`config.mk`:
```
export PLATFORM = sky130hd
export DESIGN_NAME = sensor_poll_response_parser_unit
export DESIGN_NICKNAME = d
export VERILOG_FILES = /design/src/spr_pkg.sv /design/src/sensor_poll_response_parser_unit.sv
export SDC_FILE = /design/constraint.sdc
export NUM_CORES = 2
export LEC_CHECK = 0
export CORE_UTILIZATION = 55
export CTS_BUF_LIST = sky130_fd_sc_hd__clkbuf_4 sky130_fd_sc_hd__clkbuf_8
export CTS_CLUSTER_SIZE = 30
export DETAILED_ROUTE_END_ITERATION = 10
export DONT_BUFFER_PORTS = 1
export PLACE_DENSITY = 0.67
export SETUP_SLACK_MARGIN = 0.05
export SLEW_MARGIN = 40
export SYNTH_ARGS = -nofsm -noshare
export SYNTH_HDL_FRONTEND = slang
export SYNTH_SLANG_ARGS = --single-unit
```
`constraint.sdc`:
```
create_clock -name clk -period 15.5 [get_ports clk]
set_input_delay 3.1 -clock clk [delete_from_list [all_inputs] [get_ports clk]]
set_output_delay 3.1 -clock clk [all_outputs]
set_load 0.01 [all_outputs]
```
`src/spr_pkg.sv`:
```
// ----------------------------------------------------------------------------
// spr_pkg
// Types, codes and character constants for the sensor poll response parser.
// ----------------------------------------------------------------------------
`default_nettype none

package spr_pkg;

  // input commands
  localparam logic [1:0] CMD_POLL = 2'd0;
  localparam logic [1:0] CMD_BYTE = 2'd1;
  localparam logic [1:0] CMD_TICK = 2'd2;

  // result kinds
  localparam logic KIND_TX     = 1'b0;
  localparam logic KIND_REPORT = 1'b1;

  // report status
  localparam logic [1:0] ST_OK         = 2'd0;
  localparam logic [1:0] ST_OVERFLOW   = 2'd1;
  localparam logic [1:0] ST_TIMEOUT    = 2'd2;
  localparam logic [1:0] ST_INCOMPLETE = 2'd3;

  // register indexes
  localparam logic REG_DEV_ADDR = 1'b0;
  localparam logic REG_TIMEOUT  = 1'b1;

  // token phases
  localparam logic [1:0] PH_SPACE  = 2'd0;
  localparam logic [1:0] PH_DIGITS = 2'd1;
  localparam logic [1:0] PH_DONE   = 2'd2;

  localparam logic [2:0] NUM_FIELDS = 3'd6;
  localparam logic [2:0] MARK_LEN   = 3'd6;

  localparam logic [7:0] CH_M     = 8'h4D;
  localparam logic [7:0] CH_BANG  = 8'h21;
  localparam logic [7:0] CH_CR    = 8'h0D;
  localparam logic [7:0] CH_LF    = 8'h0A;
  localparam logic [7:0] CH_COMMA = 8'h2C;
  localparam logic [7:0] CH_PLUS  = 8'h2B;
  localparam logic [7:0] CH_MINUS = 8'h2D;
  localparam logic [7:0] CH_SPACE = 8'h20;
  localparam logic [7:0] CH_ZERO  = 8'h30;
  localparam logic [7:0] CH_NINE  = 8'h39;
  localparam logic [7:0] CH_THREE = 8'h33;
  localparam logic [7:0] CH_NUL   = 8'h00;

  typedef logic [15:0] val_t;
  typedef val_t [5:0] vals_t;

  typedef struct packed {
    logic [2:0]  count;
    logic        in_token;
    logic [1:0]  phase;
    logic        negative;
    logic [15:0] acc;
  } prs_t;

  function automatic logic is_digit(logic [7:0] c);
    return (c >= CH_ZERO) && (c <= CH_NINE);
  endfunction

  function automatic logic is_blank(logic [7:0] c);
    return (c == CH_SPACE) || ((c >= 8'd9) && (c <= 8'd13));
  endfunction

  // expected character at each place of the device prefix
  function automatic logic [7:0] mark_char(logic [2:0] i);
    logic [7:0] c;
    case (i)
      3'd0:    c = 8'h33;
      3'd1:    c = 8'h32;
      3'd2:    c = 8'h34;
      3'd3:    c = 8'h30;
      3'd4:    c = 8'h30;
      3'd5:    c = 8'h21;
      default: c = 8'hFF;
    endcase
    return c;
  endfunction

  function automatic val_t prs_value(prs_t p);
    return p.negative ? 16'(17'd0 - {1'b0, p.acc}) : p.acc;
  endfunction

  function automatic prs_t prs_close(prs_t p);
    prs_t q;
    q = p;
    if (p.in_token) begin
      if (p.count < NUM_FIELDS) q.count = p.count + 3'd1;
      q.in_token = 1'b0;
    end
    return q;
  endfunction

  function automatic prs_t prs_feed(prs_t p, logic [7:0] c);
    prs_t q;
    q = p;
    if (c == CH_COMMA) begin
      q = prs_close(p);
    end else begin
      if (!p.in_token) begin
        q.in_token = 1'b1;
        q.phase    = PH_SPACE;
        q.negative = 1'b0;
        q.acc      = '0;
      end
      if (q.phase == PH_SPACE) begin
        if (is_blank(c)) begin
          q.phase = PH_SPACE;
        end else if ((c == CH_PLUS) || (c == CH_MINUS)) begin
          q.negative = (c == CH_MINUS);
          q.phase    = PH_DIGITS;
        end else if (is_digit(c)) begin
          q.acc   = {12'd0, c[3:0]};
          q.phase = PH_DIGITS;
        end else begin
          q.phase = PH_DONE;
        end
      end else if (q.phase == PH_DIGITS) begin
        if (is_digit(c)) q.acc = (q.acc << 3) + (q.acc << 1) + {12'd0, c[3:0]};
        else q.phase = PH_DONE;
      end
    end
    return q;
  endfunction

endpackage

`default_nettype wire

```
`src/sensor_poll_response_parser_unit.sv`:
```
// ----------------------------------------------------------------------------
// sensor_poll_response_parser_unit
// Sends poll commands to a serial sensor box and parses its comma-separated
// response line into six 16-bit values, with overflow and timeout reports.
// ----------------------------------------------------------------------------
//  channel | ports                        | payload
//  in      | in_tvalid/in_tready          | tuser: command, tdata: rx_byte
//  out     | out_tvalid/out_tready/tlast  | tuser: kind, tdata: tx_byte..input_four
//  cfg     | cfg_wr_en/cfg_index/cfg_wdata| device_address, timeout_ticks
//
//  Each item is held in the input register; its result loads into the result
//  register as the item leaves. Items that give no result pass at one per cycle.
//  A poll gives three transmit items: M, the device address and !. An item that
//  gives a result waits in the input register until the last item of the run
//  before it is taken; a stalled result holds in the result register. Reset
//  (rst_n low, synchronous) clears valid flags, parse state and stored values.
// ----------------------------------------------------------------------------
`default_nettype none

module sensor_poll_response_parser_unit #(
  parameter int LINE_CAPACITY = 64
) (
  input  wire logic         clk,
  input  wire logic         rst_n,
  input  wire logic         in_tvalid,
  output logic              in_tready,
  input  wire logic [7:0]   in_tdata,   // [7:0] rx_byte
  input  wire logic [1:0]   in_tuser,   // [1:0] command
  output logic              out_tvalid,
  input  wire logic         out_tready,
  output logic [111:0]      out_tdata,  // tx_byte, status, data_valid, wind_speed,
                                        // wind_direction, input_one..input_four, pad
  output logic              out_tuser,  // kind
  output logic              out_tlast,
  input  wire logic         cfg_wr_en,
  input  wire logic         cfg_index,
  input  wire logic [31:0]  cfg_wdata
);
  import spr_pkg::*;

  localparam logic [7:0] OVF_LEN = 8'(LINE_CAPACITY - 1);

  // configuration
  logic [7:0]  dev_addr_r;
  logic [31:0] timeout_r;

  // input register
  logic        in_valid_r;
  logic [1:0]  in_cmd_r;
  logic [7:0]  in_byte_r;

  // parse state
  logic        waiting_r, waiting_nxt;
  logic        line_started_r, line_started_nxt;
  logic [31:0] elapsed_r, elapsed_nxt;
  logic [7:0]  line_len_r, line_len_nxt;
  logic        text_ended_r, text_ended_nxt;
  logic [2:0]  prefix_prog_r, prefix_prog_nxt;
  logic        prefix_seen_r, prefix_seen_nxt;
  prs_t        prs0_r, prs0_nxt, prs1_r, prs1_nxt;
  vals_t       cand0_r, cand0_nxt, cand1_r, cand1_nxt;
  vals_t       stored_r, stored_nxt;
  logic        valid_r, valid_nxt;

  // result register
  logic        out_valid_r;
  logic        out_kind_r;
  logic [7:0]  out_tx_r;
  logic [1:0]  out_status_r;
  logic        out_dvalid_r;
  vals_t       out_vals_r;
  logic        out_last_r;
  logic [1:0]  out_seq_r;
  logic [7:0]  addr_hold_r;

  logic        emit;
  logic        res_kind;
  logic [1:0]  res_status;
  logic        out_free;
  logic        advance;

  logic [31:0] elapsed_inc;
  logic [7:0]  len_inc;
  logic        w0, w1;
  vals_t       cand0_w, cand1_w;
  prs_t        prs0_c, prs1_c;
  logic [2:0]  n_sel;
  vals_t       cand_sel;
  logic        mark_hit;
  logic [2:0]  prog_inc;

  assign out_free  = !out_valid_r || (out_tready && out_last_r);
  assign advance   = in_valid_r && (!emit || out_free);
  assign in_tready = !in_valid_r || advance;

  always_comb begin
    elapsed_inc = (elapsed_r == 32'hFFFF_FFFF) ? elapsed_r : elapsed_r + 32'd1;
    len_inc     = (line_len_r == 8'hFF) ? line_len_r : line_len_r + 8'd1;

    w0 = prs0_r.in_token && (prs0_r.count < NUM_FIELDS);
    w1 = prs1_r.in_token && (prs1_r.count < NUM_FIELDS);
    cand0_w = cand0_r;
    cand1_w = cand1_r;
    if (w0) cand0_w[prs0_r.count] = prs_value(prs0_r);
    if (w1) cand1_w[prs1_r.count] = prs_value(prs1_r);
    prs0_c = prs_close(prs0_r);
    prs1_c = prs_close(prs1_r);
    n_sel    = prefix_seen_r ? prs1_c.count : prs0_c.count;
    cand_sel = prefix_seen_r ? cand1_w : cand0_w;

    mark_hit = (prefix_prog_r < MARK_LEN) && (in_byte_r == mark_char(prefix_prog_r));
    prog_inc = mark_hit ? prefix_prog_r + 3'd1 :
               ((in_byte_r == CH_THREE) ? 3'd1 : 3'd0);

    waiting_nxt      = waiting_r;
    line_started_nxt = line_started_r;
    elapsed_nxt      = elapsed_r;
    line_len_nxt     = line_len_r;
    text_ended_nxt   = text_ended_r;
    prefix_prog_nxt  = prefix_prog_r;
    prefix_seen_nxt  = prefix_seen_r;
    prs0_nxt         = prs0_r;
    prs1_nxt         = prs1_r;
    cand0_nxt        = cand0_r;
    cand1_nxt        = cand1_r;
    stored_nxt       = stored_r;
    valid_nxt        = valid_r;
    emit             = 1'b0;
    res_kind         = KIND_REPORT;
    res_status       = ST_OK;

    case (in_cmd_r)
      CMD_POLL: begin
        waiting_nxt      = 1'b1;
        line_started_nxt = 1'b0;
        elapsed_nxt      = '0;
        line_len_nxt     = '0;
        text_ended_nxt   = 1'b0;
        prefix_prog_nxt  = '0;
        prefix_seen_nxt  = 1'b0;
        prs0_nxt         = '0;
        prs1_nxt         = '0;
        cand0_nxt        = '0;
        cand1_nxt        = '0;
        emit             = 1'b1;
        res_kind         = KIND_TX;
      end
      CMD_TICK: begin
        if (waiting_r) begin
          elapsed_nxt = elapsed_inc;
          if (elapsed_inc >= timeout_r) begin
            waiting_nxt = 1'b0;
            emit        = 1'b1;
            res_status  = ST_TIMEOUT;
          end
        end
      end
      CMD_BYTE: begin
        if (waiting_r && (elapsed_r < timeout_r)) begin
          if (!line_started_r) begin
            if (is_digit(in_byte_r)) begin
              line_started_nxt = 1'b1;
              line_len_nxt     = 8'd1;
            end
          end else begin
            line_len_nxt = len_inc;
          end
          if (line_started_r && ((in_byte_r == CH_CR) || (in_byte_r == CH_LF))) begin
            prs0_nxt  = prs0_c;
            prs1_nxt  = prs1_c;
            cand0_nxt = cand0_w;
            cand1_nxt = cand1_w;
            for (int i = 0; i < 6; i++) begin
              if (3'(i) < n_sel) stored_nxt[i] = cand_sel[i];
            end
            valid_nxt   = (n_sel == NUM_FIELDS);
            waiting_nxt = 1'b0;
            emit        = 1'b1;
            res_status  = valid_nxt ? ST_OK : ST_INCOMPLETE;
          end else if (line_started_r || is_digit(in_byte_r)) begin
            if (!text_ended_r) begin
              if (in_byte_r == CH_NUL) begin
                text_ended_nxt = 1'b1;
              end else begin
                prs0_nxt = prs_feed(prs0_r, in_byte_r);
                if (in_byte_r == CH_COMMA) cand0_nxt = cand0_w;
                if (prefix_seen_r) begin
                  prs1_nxt = prs_feed(prs1_r, in_byte_r);
                  if (in_byte_r == CH_COMMA) cand1_nxt = cand1_w;
                end else if (prog_inc >= MARK_LEN) begin
                  prefix_seen_nxt = 1'b1;
                  prefix_prog_nxt = '0;
                end else begin
                  prefix_prog_nxt = prog_inc;
                end
              end
            end
            if (line_started_r && (len_inc >= OVF_LEN)) begin
              waiting_nxt = 1'b0;
              emit        = 1'b1;
              res_status  = ST_OVERFLOW;
            end
          end
        end
      end
      default: begin
        emit = 1'b0;
      end
    endcase
  end

  // configuration writes
  always_ff @(posedge clk) begin
    if (!rst_n) begin
      dev_addr_r <= 8'd48;
      timeout_r  <= 32'd1000;
    end else if (cfg_wr_en) begin
      case (cfg_index)
        REG_DEV_ADDR: dev_addr_r <= cfg_wdata[7:0];
        REG_TIMEOUT:  timeout_r  <= cfg_wdata;
        default:      timeout_r  <= timeout_r;
      endcase
    end
  end

  // input register
  always_ff @(posedge clk) begin
    if (!rst_n) begin
      in_valid_r <= 1'b0;
    end else if (in_tready) begin
      in_valid_r <= in_tvalid;
    end
    if (in_tready && in_tvalid) begin
      in_cmd_r  <= in_tuser;
      in_byte_r <= in_tdata;
    end
  end

  // parse state
  always_ff @(posedge clk) begin
    if (!rst_n) begin
      waiting_r      <= 1'b0;
      line_started_r <= 1'b0;
      elapsed_r      <= '0;
      line_len_r     <= '0;
      text_ended_r   <= 1'b0;
      prefix_prog_r  <= '0;
      prefix_seen_r  <= 1'b0;
      prs0_r         <= '0;
      prs1_r         <= '0;
      cand0_r        <= '0;
      cand1_r        <= '0;
      stored_r       <= '0;
      valid_r        <= 1'b0;
    end else if (advance) begin
      waiting_r      <= waiting_nxt;
      line_started_r <= line_started_nxt;
      elapsed_r      <= elapsed_nxt;
      line_len_r     <= line_len_nxt;
      text_ended_r   <= text_ended_nxt;
      prefix_prog_r  <= prefix_prog_nxt;
      prefix_seen_r  <= prefix_seen_nxt;
      prs0_r         <= prs0_nxt;
      prs1_r         <= prs1_nxt;
      cand0_r        <= cand0_nxt;
      cand1_r        <= cand1_nxt;
      stored_r       <= stored_nxt;
      valid_r        <= valid_nxt;
    end
  end

  // result register; a poll walks through its three transmit bytes
  always_ff @(posedge clk) begin
    if (!rst_n) begin
      out_valid_r <= 1'b0;
      out_last_r  <= 1'b0;
      out_seq_r   <= '0;
    end else if (advance && emit) begin
      out_valid_r <= 1'b1;
      out_seq_r   <= '0;
      if (res_kind == KIND_TX) begin
        out_kind_r   <= KIND_TX;
        out_tx_r     <= CH_M;
        out_status_r <= ST_OK;
        out_dvalid_r <= 1'b0;
        out_vals_r   <= '0;
        out_last_r   <= 1'b0;
        addr_hold_r  <= dev_addr_r;
      end else begin
        out_kind_r   <= KIND_REPORT;
        out_tx_r     <= '0;
        out_status_r <= res_status;
        out_dvalid_r <= valid_nxt;
        out_vals_r   <= stored_nxt;
        out_last_r   <= 1'b1;
      end
    end else if (out_valid_r && out_tready) begin
      if (out_last_r) begin
        out_valid_r <= 1'b0;
      end else if (out_seq_r == 2'd0) begin
        out_tx_r  <= addr_hold_r;
        out_seq_r <= 2'd1;
      end else begin
        out_tx_r   <= CH_BANG;
        out_last_r <= 1'b1;
        out_seq_r  <= 2'd2;
      end
    end
  end

  assign out_tvalid = out_valid_r;
  assign out_tuser  = out_kind_r;
  assign out_tlast  = out_last_r;
  assign out_tdata  = {5'd0, out_vals_r[5], out_vals_r[4], out_vals_r[3], out_vals_r[2],
                       out_vals_r[1], out_vals_r[0], out_dvalid_r, out_status_r, out_tx_r};

  a_tx_run : assert property (@(posedge clk) disable iff (!rst_n)
    (out_valid_r && (out_kind_r == KIND_TX) && !out_last_r && out_tready)
      |=> (out_valid_r && (out_kind_r == KIND_TX)))
    else $error("poll transmit run broken");

  a_report_ends_wait : assert property (@(posedge clk) disable iff (!rst_n)
    (advance && emit && (res_kind == KIND_REPORT)) |=> !waiting_r)
    else $error("report left the wait open");

  a_prefix_range : assert property (@(posedge clk) disable iff (!rst_n)
    prefix_prog_r < MARK_LEN)
    else $error("prefix progress out of range");

  a_ok_valid : assert property (@(posedge clk) disable iff (!rst_n)
    (out_valid_r && (out_kind_r == KIND_REPORT) && (out_status_r == ST_OK)) |-> out_dvalid_r)
    else $error("ok report without valid data");

endmodule

`default_nettype wire

```
Word-level counts from Yosys, hierarchy flattened
Index checks and enable logic that the tools add are counted.
{"block": "word_totals", "register_bits": 553, "in_bits": 48, "output_inout_bits": 116, "word_cells": 360}
{"block": "classes", "add_sub_neg": 11, "order_cmp": 21, "eq_ne": 37, "n_mux": 175, "bitwise_logic": 3, "n_reduce_logical": 58}
{"op": "2-to-1 mux 96 bit", "count": 19}
{"op": "case mux 96 bit (2 select lines)", "count": 2}
{"op": "2-to-1 mux 20 bit", "count": 17}
{"op": "2-to-1 mux 16 bit", "count": 20}
{"op": "2-to-1 mux 23 bit", "count": 11}
{"op": "bitwise mux 96 bit", "count": 2}
{"op": "demux 16 bit (select 3 bit)", "count": 2}
{"op": "case mux 23 bit (2 select lines)", "count": 2}
{"op": "2-to-1 mux 32 bit", "count": 2}
{"op": "2-to-1 mux 8 bit", "count": 8}
{"op": "case mux 32 bit (2 select lines)", "count": 1}
{"op": "2-to-1 mux 1 bit", "count": 45}
{"op": "equality test 8 x 6 -> 1 bit (second input constant)", "count": 5}
{"op": "case mux 8 bit (5 select lines)", "count": 1}
{"op": "2-to-1 mux 3 bit", "count": 13}
{"op": "2-to-1 mux 19 bit", "count": 2}
{"op": "2-to-1 mux 17 bit", "count": 2}
{"op": "adder 16 bit", "count": 2}
{"op": "adder 16 x 4 -> 16 bit", "count": 2}
{"op": "adder 32 x 1 -> 32 bit (second input constant)", "count": 1}
{"op": "equality test 32 bit (second input constant)", "count": 1}
{"op": "greater-or-equal comparator 32 bit", "count": 1}
{"op": "< comparator 32 bit", "count": 1}
{"op": "subtractor 1 x 16 -> 16 bit (first input constant)", "count": 2}
{"op": "50 further kinds", "count": 141}

Depth between registers and ports, before layout
{"block": "depth", "depth_word": 22, "ltp_mapped": 24, "depth_no_buf": 18}

Worst setup path after synthesis
Ideal clock, no wire load.
{"block": "synth_path", "path_kind": "flip-flop to flip-flop", "start": "register elapsed_r[12]", "end": "register out_dvalid_r (enable)", "setup_ps": 559, "t_arrival_ps": 8610, "required_time_ps": 14941, "path_slack_ps": 6331, "path_stages_with_launch": 22, "path_buffers": 4, "period_less_slack_ps": 9169, "path_cell_list": "dfxtp_1 > clkbuf_1 > and4_1 > nand4_1 > or3_1 > or4_1 > clkbuf_1 > nand2_1 > nor2_1 > and3_1 > xor2_1 > ha_1 > a21oi_1 > o211ai_1 > a41oi_1 > nor2_1 > a211oi_1 > o311a_4 > or4_1 > clkbuf_1 > buf_2 > nor2_1"}
{"block": "synth_between", "elab_chain_cells": 11, "elab_cells_between_ends": 15, "cone_classes": "add/sub (1); order compare (2); eq/ne (1); mux (5); reduce/logical (6)"}
{"item": "start, declared", "line_no": "sensor_poll_response_parser_unit.sv:55", "text": "logic [31:0] elapsed_r, elapsed_nxt;"}
{"item": "start signal, assigned", "line_no": "sensor_poll_response_parser_unit.sv:258", "text": "elapsed_r <= elapsed_nxt;"}
{"item": "adder 32 x 1 -> 32 bit or equality test 32 bit (tied branches)", "line_no": "sensor_poll_response_parser_unit.sv:97", "text": "elapsed_inc = (elapsed_r == 32'hFFFF_FFFF) ? elapsed_r : elapsed_r + 32'd1;"}
{"item": "2-to-1 mux 32 bit", "line_no": "sensor_poll_response_parser_unit.sv:97"}
{"item": "greater-or-equal comparator 32 bit", "line_no": "sensor_poll_response_parser_unit.sv:151", "text": "if (elapsed_inc >= timeout_r) begin"}
{"item": "2-to-1 mux 1 bit", "line_no": "sensor_poll_response_parser_unit.sv:151"}
{"item": "2-to-1 mux 1 bit", "line_no": "sensor_poll_response_parser_unit.sv:149", "text": "if (waiting_r) begin"}
{"item": "case mux 1 bit (3 select lines) *", "line_no": "sensor_poll_response_parser_unit.sv:132", "text": "case (in_cmd_r)"}
{"item": "zero test 1 bit", "line_no": "sensor_poll_response_parser_unit.sv:93", "text": "assign advance = in_valid_r && (!emit || out_free);"}
{"item": "logical OR 1 bit", "line_no": "sensor_poll_response_parser_unit.sv:93"}
{"item": "logical AND 1 bit", "line_no": "sensor_poll_response_parser_unit.sv:93"}
{"item": "logical AND 1 bit *", "line_no": "sensor_poll_response_parser_unit.sv:278", "text": "end else if (advance && emit) begin"}
{"item": "AND reduction 2 bit (no source line) *"}
{"item": "end signal, assigned", "line_no": "sensor_poll_response_parser_unit.sv:293", "text": "out_dvalid_r <= valid_nxt;"}
{"item": "end, declared", "line_no": "sensor_poll_response_parser_unit.sv:70", "text": "logic out_dvalid_r;"}
Mark *: on every way between the ends. The rest lies on a longest branch, timed or not.
A chain may end at the register's enable or synchronous reset.

Worst setup path after layout
{"block": "layout_path", "start": "register elapsed_r[12]", "end": "output in_tready"}
{"block": "layout_between", "elab_chain_cells": 10, "elab_cells_between_ends": 14, "cone_classes": "add/sub (1); order compare (2); eq/ne (1); mux (5); reduce/logical (5)"}
{"item": "adder 32 x 1 -> 32 bit or equality test 32 bit (tied branches)", "line_no": "sensor_poll_response_parser_unit.sv:97"}
{"item": "2-to-1 mux 32 bit", "line_no": "sensor_poll_response_parser_unit.sv:97"}
{"item": "greater-or-equal comparator 32 bit", "line_no": "sensor_poll_response_parser_unit.sv:151"}
{"item": "2-to-1 mux 1 bit", "line_no": "sensor_poll_response_parser_unit.sv:151"}
{"item": "2-to-1 mux 1 bit", "line_no": "sensor_poll_response_parser_unit.sv:149"}
{"item": "case mux 1 bit (3 select lines) *", "line_no": "sensor_poll_response_parser_unit.sv:132"}
{"item": "zero test 1 bit *", "line_no": "sensor_poll_response_parser_unit.sv:93"}
{"item": "logical OR 1 bit *", "line_no": "sensor_poll_response_parser_unit.sv:93"}
{"item": "logical AND 1 bit *", "line_no": "sensor_poll_response_parser_unit.sv:93"}
{"item": "logical OR 1 bit *", "line_no": "sensor_poll_response_parser_unit.sv:94", "text": "assign in_tready = !in_valid_r || advance;"}
{"item": "end, declared", "line_no": "sensor_poll_response_parser_unit.sv:26", "text": "output logic in_tready,"}
Marks and branches as above.

==> impl_metrics.toml <==
[status]
outcome = "completed"

[sta]
period_needed_ns = 8.89
finalCritPeriodShare = 0.574
rsz0062_at_grt = "no"
max-slew-margin-rel = 0.358
finalHoldViolCount = 0
fin_setup_tns_ns = 0
slew_violations = 0
timing.fmax_ghz = 0.112
finClkSkew_ns = 0.0272
setup_viol = 0
worst_pin_slew_ns = 0.963

[logic_synthesis]
synth.top_cell.area_share = 0.283
syn_avg_cell_area_sq_um = 8.27
synth_top_area_cell = "dfxtp_1"
yosys_warnings = 0
ys_types = 90
yosys-top-cells-count = "nand2_1, a21oi_1, dfxtp_1"
synthTopCellsByArea = "dfxtp_1, edfxtp_1, a21oi_1, nand2_1, ha_1"
synth_edf_count = 126
netlist_instances = 3654
yosys.cell_count.top_type = "nand2_1"
synth_area_sq_um = 30200
synthFlopType = "dfxtp_1"
ys_seq_area_frac = 0.408
yosys_register_bits = 553
async_flop_share = 0

[place]
portBuffers = 0
globalplace.congestion = 0.922
hpwl_mm = 57.7

[floorplan]
core_area_sq_um = 54000
start_util = 0.559
die_h_um = 236
rows = 85
io-pin-count = 164
die_w_um = 236
die_area_sq_um = 55900

[route]
wl_mm = 88.1
drt_iter0_drc = 2677
vias = 26700
vias_per_cell = 6.22
antenna_left = 0
drtPass1Iterations = 6
drc = 0
wire_per_inst_um = 20.5

[cts]
cts-root-buf = "clkbuf_8"
ctsResizeCount = 0
cts_setup_buffers = 0
insertion_delay_ns = 0.70
cts_sinks = 553
clk_pin_slew_worst_paths_ns = 0.06
postCtsHoldBufs = 0
cts_buffer_depth = 3
numCtsBuffers = 95
cts_tree = "built"
cts_htree_levels = 3

[setup_path]
critPathLaunchType = "register"
path_max_fanout = 9
required_ns = 12.40
crit_top_cell = "nor2_1"
slowest_stage = "a211oi_1"
timing.rr.end = "out_tdata[59]"
path_delay_family = "simple AND/OR/NAND/NOR gates"
r2r_start = "elapsed_r[12]"
r2r_slack_ns = 8.71
worst-path-buf-inv = 0
cp-end-kind = "output port"
critPathArrivalTime_ns = 5.79
path_cells = "and4_1, nand4_1, or3_1, or4_1, nand2_1, nor2_1, and3_1, xor2_1, ha_1, a21oi_1, o2111ai_1, nor2_1, o21ai_0, a211oi_1, o311ai_2, nand3_1"
r2r_cells = 18
crit_type = "register to output port"
slowest_delay_ns = 0.66

[pwr]
irDropWorstVdd_mv = 0.0644
p_sw_mw = 0.724
pwr-share-clk = 0.468
p_comb_frac = 0.039
p_int_mw = 2.31
powerDensity_nw_per_um2 = 92.5
seqPwrFrac = 0.493
leakagePower_nw = 11.4
swShare = 0.239

[layout]
utilization = 0.606
fill_cells = 4702
drive_gt1_frac = 0.103
nNetsFinal = 3704
syn2layout_area_growth_pct = 8.32

[global_routing]
grtUsageTotal = 0.307
antenna_found_initial = 2
grt_max_degree = 127
grt_pass1_wl_mm = 137
grt_pass1_vias = 25300
grt_overflow = 0

[flow_run]
cap_violations = 0

[min_path]
hold_start = "dev_addr_r[1]"
holdCritPathClass = "register to register"
whs_endpoint = "addr_hold_r[1]"
hold_depth = 0
==> sequential cells by signal (all words and copies together), names as in the netlist, 19 cells and up <==
name	cells
elapsed_r	32
stored_r	96
prs1_c	19
timeout_r	32
prs0_c	19
out_tdata	96
cand0_r	96
cand1_r	96
==> metrics by stage <==
| step | hold slack, ns | instances | area (sq um) | power, mW | setup slack (ns) |
|---|---|---|---|---|---|
| finish | 0.445 | 4302 | 32700 | 3.03 | 6.61 |
| CTS | 0.445 | 4301 | 32700 | 3.05 | 6.57 |
| global placement | 0.422 | 4119 | 30400 | 1.64 | 7.49 |
| detailed placement | 0.433 | 4122 | 30700 | 1.64 | 7.32 |
| floorplan | 0.408 | 3658 | 30200 | 1.61 | 6.33 |
| global route | 0.455 | 4302 | 32700 | 3.13 | 6.18 |
==> metal layers <==
metal	wire length, um	up-vias	GRT usage
li1	-	12800	-
met1	37900	12800	0.406
met2	40900	1027	0.497
met3	6440	173	0.0575
met4	2940	0	0.119
met5	0	-	0
==> logic make-up (layout without fill, tap and decap cells) <==
| logic type | Yosys count | in the layout | synth area share |
|---|---|---|---|
| AO/OA/AOI/OAI | 1057 | 1057 | 0.221 |
| XOR/XNOR | 87 | 87 | 0.0252 |
| adder cells (fa/ha/maj) | 134 | 134 | 0.0564 |
| buffers and inverters | 376 | 323 | 0.0528 |
| flip-flops | 553 | 553 | 0.408 |
| multiplexers | 91 | 91 | 0.0321 |
| other | 1 | 6 | 0.000124 |
| AND/OR/NAND/NOR | 1355 | 1355 | 0.205 |
==> worst max-delay path by stage <==
stage	to	depth (start not counted)	from	slack (ns)
final	in_tready	16	elapsed_r[12]	6.61
after global routing	in_tready	16	elapsed_r[12]	6.18
after CTS	in_tready	16	elapsed_r[12]	6.57
after detailed placement	in_tready	16	elapsed_r[12]	7.32
after global placement	in_tready	16	elapsed_r[12]	7.49
after floorplan	out_dvalid_r	21	elapsed_r[12]	6.33
==> cells in the final DEF (no fill, tap or decap), types with 48 or more instances in the layout <==
master,instances
mux2_2,48
dfxtp_1,426
and2_1,88
nor2_1,275
ha_1,127
o211ai_1,48
a211oi_1,74
inv_1,90
nand3_1,137
clkbuf_8,109
a21oi_1,461
or3_1,65
edfxtp_1,126
nand2_1,583
o21ai_0,200
==> power by group through the flow <==
| stage | Clock (mW) | Combinational, mW | Sequential [mW] |
|---|---|---|---|
| 2_1_floorplan | 0 | 0.0896 | 1.52 |
| 3_3_place_gp | 0 | 0.112 | 1.52 |
| 3_5_place_dp | 0 | 0.116 | 1.52 |
| 4_1_cts | 1.44 | 0.116 | 1.49 |
| 5_1_grt | 1.51 | 0.127 | 1.49 |
| 6_report | 1.42 | 0.118 | 1.49 |
==> worst reg2reg max path: stages (launching register included) <==
cell	delay [ns]
dfxtp_1	0.47
and4_1	0.31
nand4_1	0.23
or3_1	0.45
or4_1	0.58
nand2_1	0.22
nor2_1	0.16
and3_1	0.22
xor2_1	0.16
ha_1	0.33
a21oi_1	0.08
o2111ai_1	0.26
nor2_1	0.06
o21ai_0	0.13
a211oi_1	0.24
o311a_4	0.51
or4_1	0.77
nor2_4	0.58
buf_6	0.52
==> area by class of cell <==
cell class / count / area [sq um] / share of cell area
flip-flops and latches: 553 / 12300 / 0.377
multi-input cells: 2729 / 16700 / 0.510
inverters: 93 / 357 / 0.0109
repair buffers: 51 / 422 / 0.0129
clock inverters: 28 / 234 / 0.00715
diodes: 1 / 2.50 / 0.0000764
well taps: 696 / 871 / 0.0266
clock buffers: 151 / 1820 / 0.0555
Note: power is estimated with default switching activity, not from simulation.
